--- config.mk ---
export PLATFORM = sky130hd
export DESIGN_NAME = linear_actuator_position_controller_flat
export DESIGN_NICKNAME = d
export VERILOG_FILES = /design/src/rtl/lapc_pkg.sv /design/src/rtl/lapc_if.sv /design/src/rtl/lapc_ctrl.sv /design/src/rtl/lapc_dp.sv /design/src/rtl/linear_actuator_position_controller.sv /design/src/flat_wrapper.sv
export SDC_FILE = /design/constraint.sdc
export NUM_CORES = 2
export LEC_CHECK = 0
export BUFFER_PORTS_ARGS = -buffer_cell sky130_fd_sc_hd__buf_4
export CAP_MARGIN = 15
export CELL_PAD_IN_SITES_DETAIL_PLACEMENT = 0
export CELL_PAD_IN_SITES_GLOBAL_PLACEMENT = 2
export CORE_MARGIN = 1.5
export CORE_UTILIZATION = 37
export DETAILED_ROUTE_END_ITERATION = 16
export PLACE_DENSITY_LB_ADDON = 0.12
export SLEW_MARGIN = 20
export SYNTH_ARGS = -nofsm -noshare
export SYNTH_HDL_FRONTEND = slang
export SYNTH_HIERARCHICAL = 1
export SYNTH_SLANG_ARGS = --single-unit
--- constraint.sdc ---
create_clock -name clock -period 16.7 [get_ports clock]
set_clock_uncertainty 0.2 [all_clocks]
set_input_delay 2.505 -clock clock [delete_from_list [all_inputs] [get_ports clock]]
set_output_delay 2.505 -clock clock [all_outputs]
set_load 0.005 [all_outputs]
--- src/rtl/lapc_pkg.sv ---
// Package for the linear actuator position controller.
// Types, constants and command/status structs shared by all modules. No dependencies.
`default_nettype none
package lapc_pkg;
   localparam int unsigned LostTimeoutUs = 200000;
   localparam int unsigned MinStepUs     = 1000;
   localparam int unsigned SlewQ8        = 419;
   localparam int unsigned ArriveUm      = 1000;

   localparam logic [23:0] TIMER_MAX     = 24'hFFFFFF;
   localparam logic [15:0] LIMIT_DEFAULT = 16'd31130;
   localparam logic [15:0] LIMIT_MAX     = 16'd32112;

   localparam logic [1:0] OP_MEASURE = 2'd0;
   localparam logic [1:0] OP_TICK    = 2'd1;
   localparam logic [1:0] OP_MOVE    = 2'd2;
   localparam logic [1:0] OP_STOP    = 2'd3;

   localparam logic [2:0] CSR_RAW_MIN   = 3'd0;
   localparam logic [2:0] CSR_RAW_MAX   = 3'd1;
   localparam logic [2:0] CSR_STROKE    = 3'd2;
   localparam logic [2:0] CSR_KP        = 3'd3;
   localparam logic [2:0] CSR_MIN_PWM   = 3'd4;
   localparam logic [2:0] CSR_SAFE_PWM  = 3'd5;
   localparam logic [2:0] CSR_SAFE_AREA = 3'd6;
   localparam logic [2:0] CSR_EMER_AREA = 3'd7;

   localparam logic [1:0] ST_OK      = 2'd0;
   localparam logic [1:0] ST_MISSING = 2'd1;
   localparam logic [1:0] ST_EMERG   = 2'd2;
   localparam logic [1:0] ST_SAFE    = 2'd3;

   localparam int DivSteps = 18;

   typedef struct packed {
      logic [1:0]  opcode;
      logic [15:0] raw_position;
      logic [15:0] elapsed_us;
      logic [17:0] target_um;
      logic signed [15:0] power_q15;
   } req_type;

   typedef struct packed {
      logic        dir_a;
      logic        dir_b;
      logic [14:0] duty;
      logic [1:0]  status;
      logic [17:0] position_um;
   } rsp_type;

   typedef struct packed {
      logic load;      // latch request, start work
      logic div_step;  // one restoring division step
      logic mul;       // product stage: divider preload and tick products
      logic finish;    // commit state and form result
   } cmd_type;

   typedef struct packed {
      logic need_div;  // measurement inside raw range
   } sts_type;
endpackage
`default_nettype wire

--- src/rtl/lapc_if.sv ---
// Valid/ready channel interface carrying one payload.
// Depends on lapc_pkg for payload types.
`default_nettype none
interface lapc_req_if;
   import lapc_pkg::*;
   logic    valid;
   logic    ready;
   req_type data;
   modport source (output valid, output data, input ready);
   modport sink (input valid, input data, output ready);
endinterface

interface lapc_rsp_if;
   import lapc_pkg::*;
   logic    valid;
   logic    ready;
   rsp_type data;
   modport source (output valid, output data, input ready);
   modport sink (input valid, input data, output ready);
endinterface
`default_nettype wire

--- src/rtl/lapc_ctrl.sv ---
// Sequencer for the controller: load, product, optional serial divide, finish.
// Depends on lapc_pkg.
`default_nettype none
module lapc_ctrl (
   input  wire logic              clock,
   input  wire logic              reset,
   input  wire logic              req_fire,
   input  wire logic              rsp_free,
   input  wire lapc_pkg::sts_type sts,
   output lapc_pkg::cmd_type      cmd,
   output logic                   busy
);
   import lapc_pkg::*;
   localparam logic [1:0] S_IDLE = 2'd0;
   localparam logic [1:0] S_DIV  = 2'd1;
   localparam logic [1:0] S_MUL  = 2'd2;
   localparam logic [1:0] S_FIN  = 2'd3;

   logic [1:0] state_ff, state_in;
   logic [4:0] cnt_ff, cnt_in;

   always_comb begin
      state_in = state_ff;
      cnt_in   = cnt_ff;
      cmd      = '0;
      case (state_ff)
         S_IDLE: begin
            if (req_fire) begin
               cmd.load = 1'b1;
               state_in = S_MUL;
               cnt_in   = '0;
            end
         end
         S_MUL: begin
            cmd.mul = 1'b1;
            state_in = sts.need_div ? S_DIV : S_FIN;
         end
         S_DIV: begin
            cmd.div_step = 1'b1;
            cnt_in = cnt_ff + 5'd1;
            if (cnt_ff == 5'(DivSteps - 1)) state_in = S_FIN;
         end
         S_FIN: begin
            if (rsp_free) begin
               cmd.finish = 1'b1;
               state_in = S_IDLE;
            end
         end
         default: state_in = S_IDLE;
      endcase
   end

   assign busy = (state_ff != S_IDLE);

   always_ff @(posedge clock) begin
      if (reset) begin
         state_ff <= S_IDLE;
         cnt_ff   <= '0;
      end else begin
         state_ff <= state_in;
         cnt_ff   <= cnt_in;
      end
   end
endmodule
`default_nettype wire

--- src/rtl/lapc_dp.sv ---
// Datapath: configuration, controller state, serial divider and control law.
// Depends on lapc_pkg; driven by lapc_ctrl commands.
`default_nettype none
module lapc_dp (
   input  wire logic              clock,
   input  wire logic              reset,
   input  wire logic              csr_write,
   input  wire logic [2:0]        csr_index,
   input  wire logic [17:0]       csr_data,
   input  wire lapc_pkg::req_type req_data,
   input  wire lapc_pkg::cmd_type cmd,
   output lapc_pkg::sts_type      sts,
   output lapc_pkg::rsp_type      result
);
   import lapc_pkg::*;

   logic [15:0] raw_min_ff, raw_max_ff, kp_ff;
   logic [17:0] stroke_ff, safe_area_ff, emer_area_ff;
   logic [14:0] min_pwm_ff, safe_pwm_ff;

   always_ff @(posedge clock) begin
      if (reset) begin
         raw_min_ff   <= 16'd0;
         raw_max_ff   <= 16'd1023;
         stroke_ff    <= 18'd200000;
         kp_ff        <= 16'd419;
         min_pwm_ff   <= 15'd3277;
         safe_pwm_ff  <= 15'd16384;
         safe_area_ff <= 18'd30000;
         emer_area_ff <= 18'd10000;
      end else if (csr_write) begin
         case (csr_index)
            CSR_RAW_MIN:   raw_min_ff   <= csr_data[15:0];
            CSR_RAW_MAX:   raw_max_ff   <= csr_data[15:0];
            CSR_STROKE:    stroke_ff    <= csr_data;
            CSR_KP:        kp_ff        <= csr_data[15:0];
            CSR_MIN_PWM:   min_pwm_ff   <= csr_data[14:0];
            CSR_SAFE_PWM:  safe_pwm_ff  <= csr_data[14:0];
            CSR_SAFE_AREA: safe_area_ff <= csr_data;
            CSR_EMER_AREA: emer_area_ff <= csr_data;
            default: ;
         endcase
      end
   end

   // controller state
   logic [17:0] meas_ff, goal_ff;
   logic        mvalid_ff;
   logic signed [16:0] wanted_ff, present_ff;
   logic [15:0] limit_ff;
   logic [23:0] tmeas_ff, tstep_ff;
   logic [1:0]  hstat_ff;
   logic        ha_ff, hb_ff;
   logic [14:0] hduty_ff;

   // latched request and work registers
   req_type     req_ff;
   logic [23:0] tm_ff, ts_ff;       // timers after adding elapsed
   logic [33:0] num_ff;             // low 18 product bits, shifted out by the divider
   logic [15:0] den_ff;
   logic [16:0] rem_ff;
   logic [17:0] quo_ff;
   logic [17:0] mag_ff;             // |err|
   logic        neg_ff;             // err < 0
   logic [33:0] prod_ff;            // kp*|err|
   logic [17:0] step_ff;            // slew step, saturated

   logic [24:0] tm_sum, ts_sum;
   logic [16:0] raw_off;
   logic        in_range;
   logic [33:0] num_full, step_full;
   assign tm_sum  = {1'b0, tmeas_ff} + {9'd0, req_data.elapsed_us};
   assign ts_sum  = {1'b0, tstep_ff} + {9'd0, req_data.elapsed_us};
   assign in_range = (req_ff.raw_position > raw_min_ff) && (req_ff.raw_position < raw_max_ff);
   assign raw_off = {1'b0, req_ff.raw_position} - {1'b0, raw_min_ff};
   assign sts.need_div = (req_ff.opcode == OP_MEASURE) && in_range;
   assign num_full  = {16'd0, stroke_ff} * {18'd0, raw_off[15:0]};
   assign step_full = {10'd0, ts_ff} * 34'(SlewQ8);

   // restoring divider step; quotient fits 18 bits, so the top 16 bits preload the remainder
   logic [17:0] rem_sh;
   logic        fits;
   assign rem_sh = {rem_ff, num_ff[33]};
   assign fits   = rem_sh >= {2'b0, den_ff};

   always_ff @(posedge clock) begin
      if (cmd.load) begin
         req_ff <= req_data;
         tm_ff  <= tm_sum[24] ? TIMER_MAX : tm_sum[23:0];
         ts_ff  <= ts_sum[24] ? TIMER_MAX : ts_sum[23:0];
         if (goal_ff >= meas_ff) begin
            mag_ff <= goal_ff - meas_ff;
            neg_ff <= 1'b0;
         end else begin
            mag_ff <= meas_ff - goal_ff;
            neg_ff <= 1'b1;
         end
      end
      if (cmd.mul) begin
         num_ff  <= {num_full[17:0], 16'd0};
         den_ff  <= raw_max_ff - raw_min_ff;
         rem_ff  <= {1'b0, num_full[33:18]};
         prod_ff <= {16'd0, mag_ff} * {18'd0, kp_ff};
         // duty gap never exceeds 2^17, so a saturated step is exact
         step_ff <= (step_full[33:8] > 26'h1FFFF) ? 18'h1FFFF : step_full[25:8];
      end
      if (cmd.div_step) begin
         num_ff <= {num_ff[32:0], 1'b0};
         rem_ff <= fits ? 17'(rem_sh - {2'b0, den_ff}) : rem_sh[16:0];
         quo_ff <= {quo_ff[16:0], fits};
      end
   end

   // tick evaluation, from registered products
   logic signed [17:0] w, w_lim, p, spwm, stp;
   logic [25:0] kmag;
   logic [17:0] mag2;
   logic        lost, early, idle_brake, emerg;
   logic [1:0]  t_stat;
   logic signed [17:0] pnext;
   always_comb begin
      spwm     = {3'b0, safe_pwm_ff};
      stp      = step_ff;
      kmag     = prod_ff[33:8];
      mag2     = '0;
      lost     = !mvalid_ff || (tm_ff > 24'(LostTimeoutUs));
      early    = ts_ff < 24'(MinStepUs);
      idle_brake = (present_ff == 0) && (wanted_ff == 0);
      if (mag_ff < 18'(ArriveUm)) w = '0;
      else begin
         if (kmag < {11'd0, min_pwm_ff}) mag2 = {3'd0, min_pwm_ff};
         else if (kmag > 26'(limit_ff)) mag2 = {2'b0, limit_ff};
         else mag2 = kmag[17:0];
         if (mag2 > {2'b0, limit_ff}) mag2 = {2'b0, limit_ff};
         w = neg_ff ? -$signed(mag2) : $signed(mag2);
      end
      w_lim = w;
      emerg = ({1'b0, meas_ff} < {1'b0, emer_area_ff} && w < 0) ||
              ($signed({1'b0, meas_ff}) > $signed({1'b0, stroke_ff} - {1'b0, emer_area_ff})
               && w > 0);
      t_stat = ST_OK;
      if ({1'b0, meas_ff} < {1'b0, safe_area_ff} && w < 0) begin
         t_stat = ST_SAFE;
         if (w < -spwm) w = -spwm;
      end
      if ($signed({1'b0, meas_ff}) > $signed({1'b0, stroke_ff} - {1'b0, safe_area_ff})
          && w > 0) begin
         t_stat = ST_SAFE;
         if (w > spwm) w = spwm;
      end
      p = 18'(present_ff);
      if (p > w) begin
         pnext = p - stp;
         if (pnext < w || (p - w) <= stp) pnext = w;
      end else begin
         pnext = p + stp;
         if (pnext > w || (w - p) <= stp) pnext = w;
      end
   end

   logic [15:0] newlim;
   assign newlim = req_ff.power_q15[15] ? LIMIT_DEFAULT :
                   (req_ff.power_q15 > $signed(LIMIT_MAX)) ? LIMIT_MAX : req_ff.power_q15;

   logic [17:0] mnew;
   always_comb begin
      if (req_ff.raw_position <= raw_min_ff) mnew = '0;
      else if (req_ff.raw_position >= raw_max_ff) mnew = stroke_ff;
      else mnew = quo_ff;
   end

   always_ff @(posedge clock) begin
      if (reset) begin
         meas_ff <= '0; goal_ff <= '0; mvalid_ff <= 1'b0;
         wanted_ff <= '0; present_ff <= '0; limit_ff <= LIMIT_MAX;
         tmeas_ff <= '0; tstep_ff <= '0; hstat_ff <= ST_OK;
         ha_ff <= 1'b0; hb_ff <= 1'b0; hduty_ff <= '0;
      end else if (cmd.finish) begin
         tmeas_ff <= tm_ff;
         tstep_ff <= ts_ff;
         case (req_ff.opcode)
            OP_MEASURE: begin
               meas_ff <= mnew; mvalid_ff <= 1'b1; tmeas_ff <= '0;
            end
            OP_MOVE: begin
               limit_ff <= newlim;
               goal_ff  <= (req_ff.target_um > stroke_ff) ? stroke_ff : req_ff.target_um;
               if (!mvalid_ff || ((req_ff.target_um > stroke_ff) ? stroke_ff
                                  : req_ff.target_um) > meas_ff)
                  wanted_ff <= 17'(newlim);
               else
                  wanted_ff <= -$signed(17'(newlim));
            end
            OP_STOP: begin
               wanted_ff <= '0; present_ff <= '0; goal_ff <= meas_ff;
               ha_ff <= 1'b0; hb_ff <= 1'b0; hduty_ff <= '0;
            end
            OP_TICK: begin
               hstat_ff <= ST_OK;
               if (lost) begin
                  hstat_ff <= ST_MISSING; present_ff <= '0;
                  ha_ff <= 1'b1; hb_ff <= 1'b1; hduty_ff <= '0;
               end else if (!early) begin
                  tstep_ff <= '0;
                  if (idle_brake) begin
                     ha_ff <= 1'b1; hb_ff <= 1'b1; hduty_ff <= '0;
                  end else if (emerg) begin
                     hstat_ff <= ST_EMERG; present_ff <= '0;
                     wanted_ff <= 17'(w_lim);
                     ha_ff <= 1'b1; hb_ff <= 1'b1; hduty_ff <= '0;
                  end else begin
                     hstat_ff <= t_stat;
                     wanted_ff <= 17'(w);
                     present_ff <= 17'(pnext);
                     if (pnext > 0) begin
                        ha_ff <= 1'b0; hb_ff <= 1'b1; hduty_ff <= pnext[14:0];
                     end else begin
                        ha_ff <= 1'b1; hb_ff <= 1'b0; hduty_ff <= 15'(-pnext);
                     end
                  end
               end
            end
            default: ;
         endcase
      end
   end

   assign result.dir_a       = ha_ff;
   assign result.dir_b       = hb_ff;
   assign result.duty        = hduty_ff;
   assign result.status      = hstat_ff;
   assign result.position_um = mvalid_ff ? meas_ff : '0;
endmodule
`default_nettype wire

--- src/rtl/linear_actuator_position_controller.sv ---
// Linear actuator position controller.
// Requests arrive on req (valid/ready); one response per request leaves on rsp.
// Opcodes: measurement, tick, move, stop. Configuration via csr_write/index/data,
// written only while idle. The block itself does not enforce this. A measurement
// strictly inside the raw calibration range also runs the serial restoring divider
// before its finish step. One request is in work at a time; the next
// can be accepted at the edge that loads the response into the output register.
// If the receiver stalls, the finished response stays in the output register and
// a new request still runs up to its commit step, which waits for the register
// to free. Reset (synchronous, active high) restores register defaults, clears
// position, timers and drive, empties the output register and holds req.ready low.
`default_nettype none
module linear_actuator_position_controller (
   input  wire logic        clock,
   input  wire logic        reset,
   lapc_req_if.sink         req,
   lapc_rsp_if.source       rsp,
   input  wire logic        csr_write,
   input  wire logic [2:0]  csr_index,
   input  wire logic [17:0] csr_data
);
   import lapc_pkg::*;
   cmd_type cmd;
   sts_type sts;
   rsp_type result;
   logic    busy, req_fire, rsp_free;
   logic    ovalid_ff;
   rsp_type odata_ff;

   assign req.ready = !busy && !reset;
   assign req_fire  = req.valid && !busy && !reset;
   assign rsp_free  = !ovalid_ff || rsp.ready;

   lapc_ctrl u_ctrl (.clock, .reset, .req_fire, .rsp_free, .sts, .cmd, .busy);
   lapc_dp u_dp (.clock, .reset, .csr_write, .csr_index, .csr_data,
                 .req_data(req.data), .cmd, .sts, .result);

   // finish commits state at this edge; result is read back next cycle
   logic pend_ff;
   always_ff @(posedge clock) begin
      if (reset) begin
         pend_ff   <= 1'b0;
         ovalid_ff <= 1'b0;
      end else begin
         pend_ff <= cmd.finish;
         if (pend_ff) ovalid_ff <= 1'b1;
         else if (rsp.ready) ovalid_ff <= 1'b0;
      end
   end
   always_ff @(posedge clock) begin
      if (pend_ff) odata_ff <= result;
   end

   assign rsp.valid = ovalid_ff;
   assign rsp.data  = odata_ff;
endmodule
`default_nettype wire
--- src/flat_wrapper.sv ---
// flat-port wrapper written by rule: the top's interface ports become plain ports
module linear_actuator_position_controller_flat import lapc_pkg::*;
  (clock, reset, csr_write, csr_index, csr_data, req_valid, req_data, req_ready, rsp_valid, rsp_data, rsp_ready);
  lapc_req_if req_i ();
  lapc_rsp_if rsp_i ();
  input  wire logic clock;
  input  wire logic reset;
  input  wire logic csr_write;
  input  wire logic [2:0] csr_index;
  input  wire logic [17:0] csr_data;
  input wire logic [$bits(req_i.valid)-1:0] req_valid;
  input wire logic [$bits(req_i.data)-1:0] req_data;
  output wire logic [$bits(req_i.ready)-1:0] req_ready;
  output wire logic [$bits(rsp_i.valid)-1:0] rsp_valid;
  output wire logic [$bits(rsp_i.data)-1:0] rsp_data;
  input wire logic [$bits(rsp_i.ready)-1:0] rsp_ready;
  assign req_i.valid = req_valid;
  assign req_i.data = req_data;
  assign req_ready = req_i.ready;
  assign rsp_valid = rsp_i.valid;
  assign rsp_data = rsp_i.data;
  assign rsp_i.ready = rsp_ready;
  linear_actuator_position_controller u_core (.clock(clock), .reset(reset), .req(req_i), .rsp(rsp_i), .csr_write(csr_write), .csr_index(csr_index), .csr_data(csr_data));
endmodule
After elaboration in Yosys (flattened, before gate mapping)
Cells that the tools add are included.

Bits in registers: 572. Input port bits: 94. Output and inout bits: 39. Word-level logic and storage cells: 248.

$add $sub $neg: 18. Multipliers: 3. $lt $le $gt $ge: 31. Equality and inequality tests: 22. Muxes and demuxes: 81. Reduce and logical (&&, ||, !) cells: 49.

Operators by type and width (count): 2-to-1 mux 18 bit (18); 2-to-1 mux 17 bit (12); 2-to-1 mux 15 bit (7); 2-to-1 mux 24 bit (4); < comparator 18 bit (4); multiplier 18 x 16 -> 34 bit (2); 2-to-1 mux 34 bit (2); zero test 32 bit (2); > comparator 18 x 1 -> 1 bit, second input constant (3); > comparator 18 bit (3); one-hot mux 17 bit (3 select lines) (1); adder 24 x 16 -> 25 bit (2); > comparator 19 bit (2); subtractor 18 x 18 -> 19 bit (2); > comparator 18 x 16 -> 1 bit (2); <= comparator 18 bit (2); one-hot mux 18 bit (2 select lines) (1); subtractor 17 x 18 -> 18 bit (2); subtractor 18 bit (2); one-hot mux 17 bit (2 select lines) (1); multiplier 24 x 9 -> 33 bit, second input constant (1); subtractor 16 bit (2); one-hot mux 15 bit (2 select lines) (1); > comparator 26 x 16 -> 1 bit (1); 48 further kinds (125).

Longest topological paths before layout
Depth in word-level cells: 28. Gate-level depth with buffers: 91. Depth with buffers taken out: 83.

Hierarchy
The synthesis kept the hierarchy.

By module, submodules not included: lapc_dp (instances 1, cells each 6884, area each 59427.0 um^2, sequential area each 12672.2 um^2); linear_actuator_position_controller (instances 1, cells each 45, area each 1192.4 um^2, sequential area each 1151.1 um^2); lapc_ctrl (instances 1, cells each 54, area each 459.2 um^2, sequential area each 140.1 um^2).

Worst setup path after synthesis
Ideal clock, no wire load.

Path type: reg2reg. Start: register u_core.u_dp.limit_ff[7]. End: register u_core.u_dp.hduty_ff[12]. Library setup time: 0.127 ns. Arrival time: 16.527 ns. Data required time: 16.373 ns. Setup slack: -0.154 ns. Cell stages (with the launch flop): 83. Buffers on the path: 8. Period minus slack after synthesis: 16.854 ns. Cell sequence: dfxtp_1 -> inv_1 -> ha_1 -> a211oi_1 -> nor2_1 -> a2111o_1 -> a211oi_4 -> buf_6 -> clkbuf_1 -> mux2_2 -> mux2i_1 -> inv_1 -> ha_1 -> a21oi_1 -> nor2_1 -> a2111oi_0 -> a31oi_1 -> clkbuf_1 -> (+47 left out) -> a221oi_1 -> xnor2_1 -> ha_1 -> and4_1 -> nand4_1 -> a31oi_1 -> or2_2 -> a31oi_1 -> inv_1 -> o21ai_1 -> buf_2 -> o221ai_1 -> inv_1 -> ha_1 -> or3b_1 -> o41ai_2 -> xor2_1 -> o21ai_1.

Cells in the longest elaborated chain, start to end: 28. Elaborated cells between the ends (all ways): 44. Classes of those cells: 4 x add/sub; 13 x order compare; 20 x mux; 7 x reduce/logical.

Ends and longest elaborated chain: start, declared (line lapc_dp.sv:50) `logic [15:0] limit_ff;`; start signal, assigned (line lapc_dp.sv:186) `limit_ff <= newlim;`; > comparator 26 x 16 -> 1 bit (line lapc_dp.sv:132) `else if (kmag > 26'(limit_ff)) mag2 = {2'b0, limit_ff};`; 2-to-1 mux 18 bit (line lapc_dp.sv:132); 2-to-1 mux 18 bit (line lapc_dp.sv:131) `if (kmag < {11'd0, min_pwm_ff}) mag2 = {3'd0, min_pwm_ff};`; 2-to-1 mux 18 bit (line lapc_dp.sv:129) `if (mag_ff < 18'(ArriveUm)) w = '0;`; > comparator 18 x 16 -> 1 bit (line lapc_dp.sv:134) `if (mag2 > {2'b0, limit_ff}) mag2 = {2'b0, limit_ff};`; 2-to-1 mux 18 bit (*) (line lapc_dp.sv:134); 2-to-1 mux 18 bit (*) (line lapc_dp.sv:129); negator 18 bit (line lapc_dp.sv:135) `w = neg_ff ? -$signed(mag2) : $signed(mag2);`; (+12 left out); 2-to-1 mux 18 bit (line lapc_dp.sv:152) `if (p > w) begin`; negator 15 bit / > comparator 18 x 1 -> 1 bit (equally long branches) (line lapc_dp.sv:218, lapc_dp.sv:215); 2-to-1 mux 15 bit (line lapc_dp.sv:215) `if (pnext > 0) begin`; 2-to-1 mux 15 bit (*) (line lapc_dp.sv:207) `end else if (emerg) begin`; 2-to-1 mux 15 bit (*) (line lapc_dp.sv:205) `if (idle_brake) begin`; 2-to-1 mux 15 bit (*) (line lapc_dp.sv:203) `end else if (!early) begin`; 2-to-1 mux 15 bit (*) (line lapc_dp.sv:200) `if (lost) begin`; one-hot mux 15 bit (2 select lines) (*) (line lapc_dp.sv:181) `case (req_ff.opcode)`; end signal, assigned (line lapc_dp.sv:202) `ha_ff <= 1'b1; hb_ff <= 1'b1; hduty_ff <= '0;`; end signal, assigned (line lapc_dp.sv:206) `ha_ff <= 1'b1; hb_ff <= 1'b1; hduty_ff <= '0;`; end signal, assigned (line lapc_dp.sv:210) `ha_ff <= 1'b1; hb_ff <= 1'b1; hduty_ff <= '0;`; end, declared (line lapc_dp.sv:54) `logic [14:0] hduty_ff;`.

Every way passes the cells marked *; elsewhere a longest branch is shown, timed or not. The select of a mux whose other input is x is not followed. A chain may end at the register's enable or synchronous reset.

Worst setup path after layout
Start: register u_core.u_dp.prod_ff[22]. End: register u_core.u_dp.hduty_ff[12].

Cells in the longest elaborated chain, start to end: 28. Elaborated cells between the ends (all ways): 45. Classes of those cells: 4 x add/sub; 14 x order compare; 20 x mux; 7 x reduce/logical.

Ends and longest elaborated chain: start, declared (line lapc_dp.sv:65) `logic [33:0] prod_ff;`; start signal, assigned (line lapc_dp.sv:103) `prod_ff <= {16'd0, mag_ff} * {18'd0, kp_ff};`; > comparator 26 x 16 -> 1 bit (line lapc_dp.sv:132); 2-to-1 mux 18 bit (line lapc_dp.sv:132); 2-to-1 mux 18 bit (*) (line lapc_dp.sv:131); 2-to-1 mux 18 bit (*) (line lapc_dp.sv:129); > comparator 18 x 16 -> 1 bit (line lapc_dp.sv:134); 2-to-1 mux 18 bit (*) (line lapc_dp.sv:134); 2-to-1 mux 18 bit (*) (line lapc_dp.sv:129); negator 18 bit (line lapc_dp.sv:135); (+12 left out); 2-to-1 mux 18 bit (line lapc_dp.sv:152); negator 15 bit / > comparator 18 x 1 -> 1 bit (equally long branches) (line lapc_dp.sv:218, lapc_dp.sv:215); 2-to-1 mux 15 bit (line lapc_dp.sv:215); 2-to-1 mux 15 bit (*) (line lapc_dp.sv:207); 2-to-1 mux 15 bit (*) (line lapc_dp.sv:205); 2-to-1 mux 15 bit (*) (line lapc_dp.sv:203); 2-to-1 mux 15 bit (*) (line lapc_dp.sv:200); one-hot mux 15 bit (2 select lines) (*) (line lapc_dp.sv:181).

Marks and branches as above.

==> impl_metrics.csv <==
group,metric,value,unit
run_status,status,"complete, no violations",
floorplan,die_w,409,um
synthesis,synth-edff-count,269,
timing,worst_pin_slew,1130,ps
timing,fin_ws,747,ps
worst_setup_path,start_kind,"register",
place,numPortBuffers,132,
global_route,grt_max_degree,86,
place,dp_hpwl,163000,um
min_path,hold_class,"register to register",
worst_setup_path,critPathSlowestCell,"or4_4",
synthesis,yosys.area_share.xor_xnor,0.0354,
worst_setup_path,cp_data_required_time,17050,ps
synthesis,synth_area,61100,um^2
flow_run,max_cap_viol_count,0,
power,peakVddDrop,464,uV
place,place_congestion,0.919,
cts,cts_tree,"built",
place,preCtsSetupSlack,-202,ps
floorplan,placementRows,148,
routing,first_pass_iters,6,
power,powerDensity,192,nW/um^2
floorplan,dieHeight,409,um
cts,numCtsBuffers,77,
final_layout,fin_util,0.420,
synthesis,ys.flop_type,"dfxtp_1",
routing,drc,0,
final_layout,drive_above_1_share,0.0898,
cts,htreeDepth,3,
routing,dr_total_vias,49400,
synthesis,synth_top_area_cell,"fa_1",
power,p_sw_frac,0.483,
power,pwr-share-comb,0.713,
worst_setup_path,cp_common_cell,"buf_4",
routing,wl_per_cell,22.3,um
synthesis,synth-simple-area-share,0.160,
synthesis,synth-compound-area-share,0.145,
synthesis,yosys_warnings,6,
worst_setup_path,crit_path_start,"u_core/u_dp/prod_ff[22]",
cts,root_buffer,"clkbuf_16",
floorplan,start_util,0.374,
synthesis,synth_mux_area_frac,0.0152,
worst_setup_path,arrival,16310,ps
worst_setup_path,reg2reg_from,"u_core/u_dp/prod_ff[22]",
synthesis,yosys.area_share.adder,0.334,
global_route,grt_pass1_wl,315000,um
floorplan,io_pins,133,
timing,hold_viol,0,
power,switching_power,6.37,mW
cts,clockBufferDepth,3,
routing,wirelength,209000,um
timing,maxSlewViolCount,0,
timing,timing.fmax,0.0627,GHz
power,intPower,6.81,mW
synthesis,ys_seq_area_frac,0.229,
routing,drtAntennaViolNets,0,
power,clkPwrFrac,0.128,
floorplan,core,163000,um^2
synthesis,synth_top_cell_area_share,0.168,
timing,finalHoldWorstSlack,231,ps
cts,clock_latency,720,ps
final_layout,layout.nets,8557,
timing,min_period,15950,ps
routing,drtIter0Drc,3521,
final_layout,nFillCells,16600,
min_path,min_from,"u_core/u_dp/hduty_ff[6]",
worst_setup_path,end_kind,"register",
final_layout,syn2layout_area_growth,12.3,%
power,p_leak,31.7,nW
synthesis,synth_fp_nets,8400,
timing,post-route-period-util,0.955,
synthesis,synth.avg_cell_area,8.75,um^2
timing,finalSetupViolCount,0,
worst_setup_path,slowest_delay,560,ps
worst_setup_path,crit_path_max_fanout,23,
worst_setup_path,critical_path_class,"register to register",
global_route,antenna_found_initial,15,
synthesis,synthTopCellsByArea,"fa_1 17%, ha_1 17%, edfxtp_1 13%, dfxtp_1 9.6%, inv_1 6.2%",
global_route,grt-ovfl-total,0,
synthesis,synth_top_family_by_area,"adder cells",
floorplan,die_area,168000,um^2
power,seqPwrFrac,0.160,
synthesis,synthArstFlopShare,0,
routing,drt-vias-per-instance,5.27,
synthesis,syn-instance-count,6983,
cts,clk_pin_slew,60,ps
global_route,grt_use_total,0.247,
cts,cts_hold_buf,0,
timing,relSlewSlack,0.249,
cts,cts.sinks,563,
synthesis,synth-seq-cells,563,
global_route,grt_pass1_vias,49500,
synthesis,synth_cell_types,98,
state kept, by name, summed over array words and instances (netlist names), 18 cells and up:
| register | cells |
|---|---|
| u_core/u_dp/tm_ff | 24 |
| u_core/u_dp/goal_ff | 18 |
| u_core/u_dp/ts_ff | 24 |
| u_core/u_dp/safe_area_ff | 18 |
| u_core/u_dp/emer_area_ff | 18 |
| u_core/u_dp/step_ff | 18 |
| u_core/u_dp/tstep_ff | 24 |
| u_core/u_dp/tmeas_ff | 24 |
| u_core/u_dp/num_ff | 18 |
| u_core/u_dp/prod_ff | 26 |
| u_core/u_dp/mag_ff | 18 |
| u_core/u_dp/req_ff | 52 |
| u_core/u_dp/meas_ff | 18 |
| u_core/rsp.data | 37 |
| u_core/u_dp/stroke_ff | 18 |
| u_core/u_dp/quo_ff | 18 |
layer usage:
metal	GRT usage	routed length (um)
met3	0.0315	10500
met4	0.0444	3740
met5	0	20
met1	0.376	106000
met2	0.371	88100
path summary, 6_finish.rpt:
check	to	slack, ps	cells after the start
setup reg to reg	u_core/u_dp/hduty_ff[12]	750	81
setup / recovery	u_core/u_dp/hduty_ff[12]	750	81
hold / removal	u_core/rsp.data[26]	230	0
hold reg to reg	u_core/rsp.data[26]	230	0
through the flow:
| stage | setup TNS, ps | power [mW] | cells | instance area [um^2] |
|---|---|---|---|---|
| 3_5_place_dp | -879 | 11.4 | 9213 | 65400 |
| 3_3_place_gp | -5.52 | 11.4 | 9213 | 65400 |
| 5_1_grt | -93.6 | 14.5 | 9378 | 68600 |
| 2_1_floorplan | 0 | 8.61 | 6983 | 61100 |
| 6_report | 0 | 13.2 | 9385 | 68600 |
| 4_1_cts | 0 | 13.2 | 9355 | 68000 |
power groups by stage:
stage          registers (mW)  logic [mW]  clock network, mW
5_1_grt                  2.12        10.6               1.79
3_3_place_gp             2.13        9.25                  0
6_report                 2.10        9.40               1.69
2_1_floorplan            2.07        6.54                  0
4_1_cts                  2.10        9.34               1.74
3_5_place_dp             2.13        9.23                  0
worst max-delay path, delay by kind of cell (launching register included):
family,cells,cell delay [ps]
AOI/OAI and AO/OA,34,5860
and+or+nand+nor,23,4380
buffers and inverters,14,2070
adders and majority gates,7,2060
DFF,1,470
muxes,1,360
xor gates and xnor gates,2,310
cell usage in the layout (no fill, tap or decap), types with 91 or more instances in the layout:
cell type and instances:
a21o_1 186, nand2_1 823, buf_4 358, nor2_1 433
and2_1 216, dfxtp_1 291, nand2b_1 97, o21ai_0 268
a21oi_1 421, fa_1 512, edfxtp_1 269, nor2b_1 91
xnor2_1 178, ha_1 803, inv_1 1014
logic make-up (layout without fill, tap and decap cells):
group                      after synthesis  after routing
DFF                                    563            563
adders and majority gates             1323           1323
buffers and inverters                 1311           1531
xor gates and xnor gates               247            247
muxes                                   88             88
AOI/OAI and AO/OA                     1372           1372
other                                    1              8
and+or+nand+nor                       2078           2078
timing repair:
| item | 4_1_cts | 5_1_grt |
|---|---|---|
| buffers inserted | 0 | 19 |
| endpoints found under the setup margin | 13 | 34 |
| gates cloned | 0 | 3 |
| pin swaps | 0 | 25 |
| gates resized for setup | 5 | 72 |
synthesized netlist by cell type, types with 26 or more instances:
library cell / instances
dfxtp_1: 294
and2_1: 217
clkbuf_1: 257
o21bai_1: 48
o21ai_0: 278
mux2_2: 37
a31oi_1: 39
nand3_1: 82
o31ai_1: 26
xnor2_1: 179
a21oi_1: 427
o211ai_1: 26
inv_1: 1016
nor2b_1: 92
a211o_1: 49
and3_1: 31
o21a_1: 31
mux2i_1: 51
ha_1: 810
edfxtp_1: 269
nand4_1: 74
nor4_1: 35
a22oi_1: 39
xor2_1: 68
nand2b_1: 97
fa_1: 513
a211oi_1: 40
nor3_1: 84
a21o_1: 186
nand2_1: 824
nor2_1: 442
cell type report:
class | instances | area [um^2] | area share
inverters | 1017 | 3820 | 0.0557
multi-input cells | 5109 | 42600 | 0.621
flip-flops and latches | 563 | 14000 | 0.204
clock buffers | 111 | 2200 | 0.0321
repair buffers | 372 | 2930 | 0.0428
clock inverters | 31 | 340 | 0.00496
diodes | 7 | 17.5 | 0.000255
well taps | 2175 | 2720 | 0.0397
Note: power is estimated with default switching activity, not from simulation.
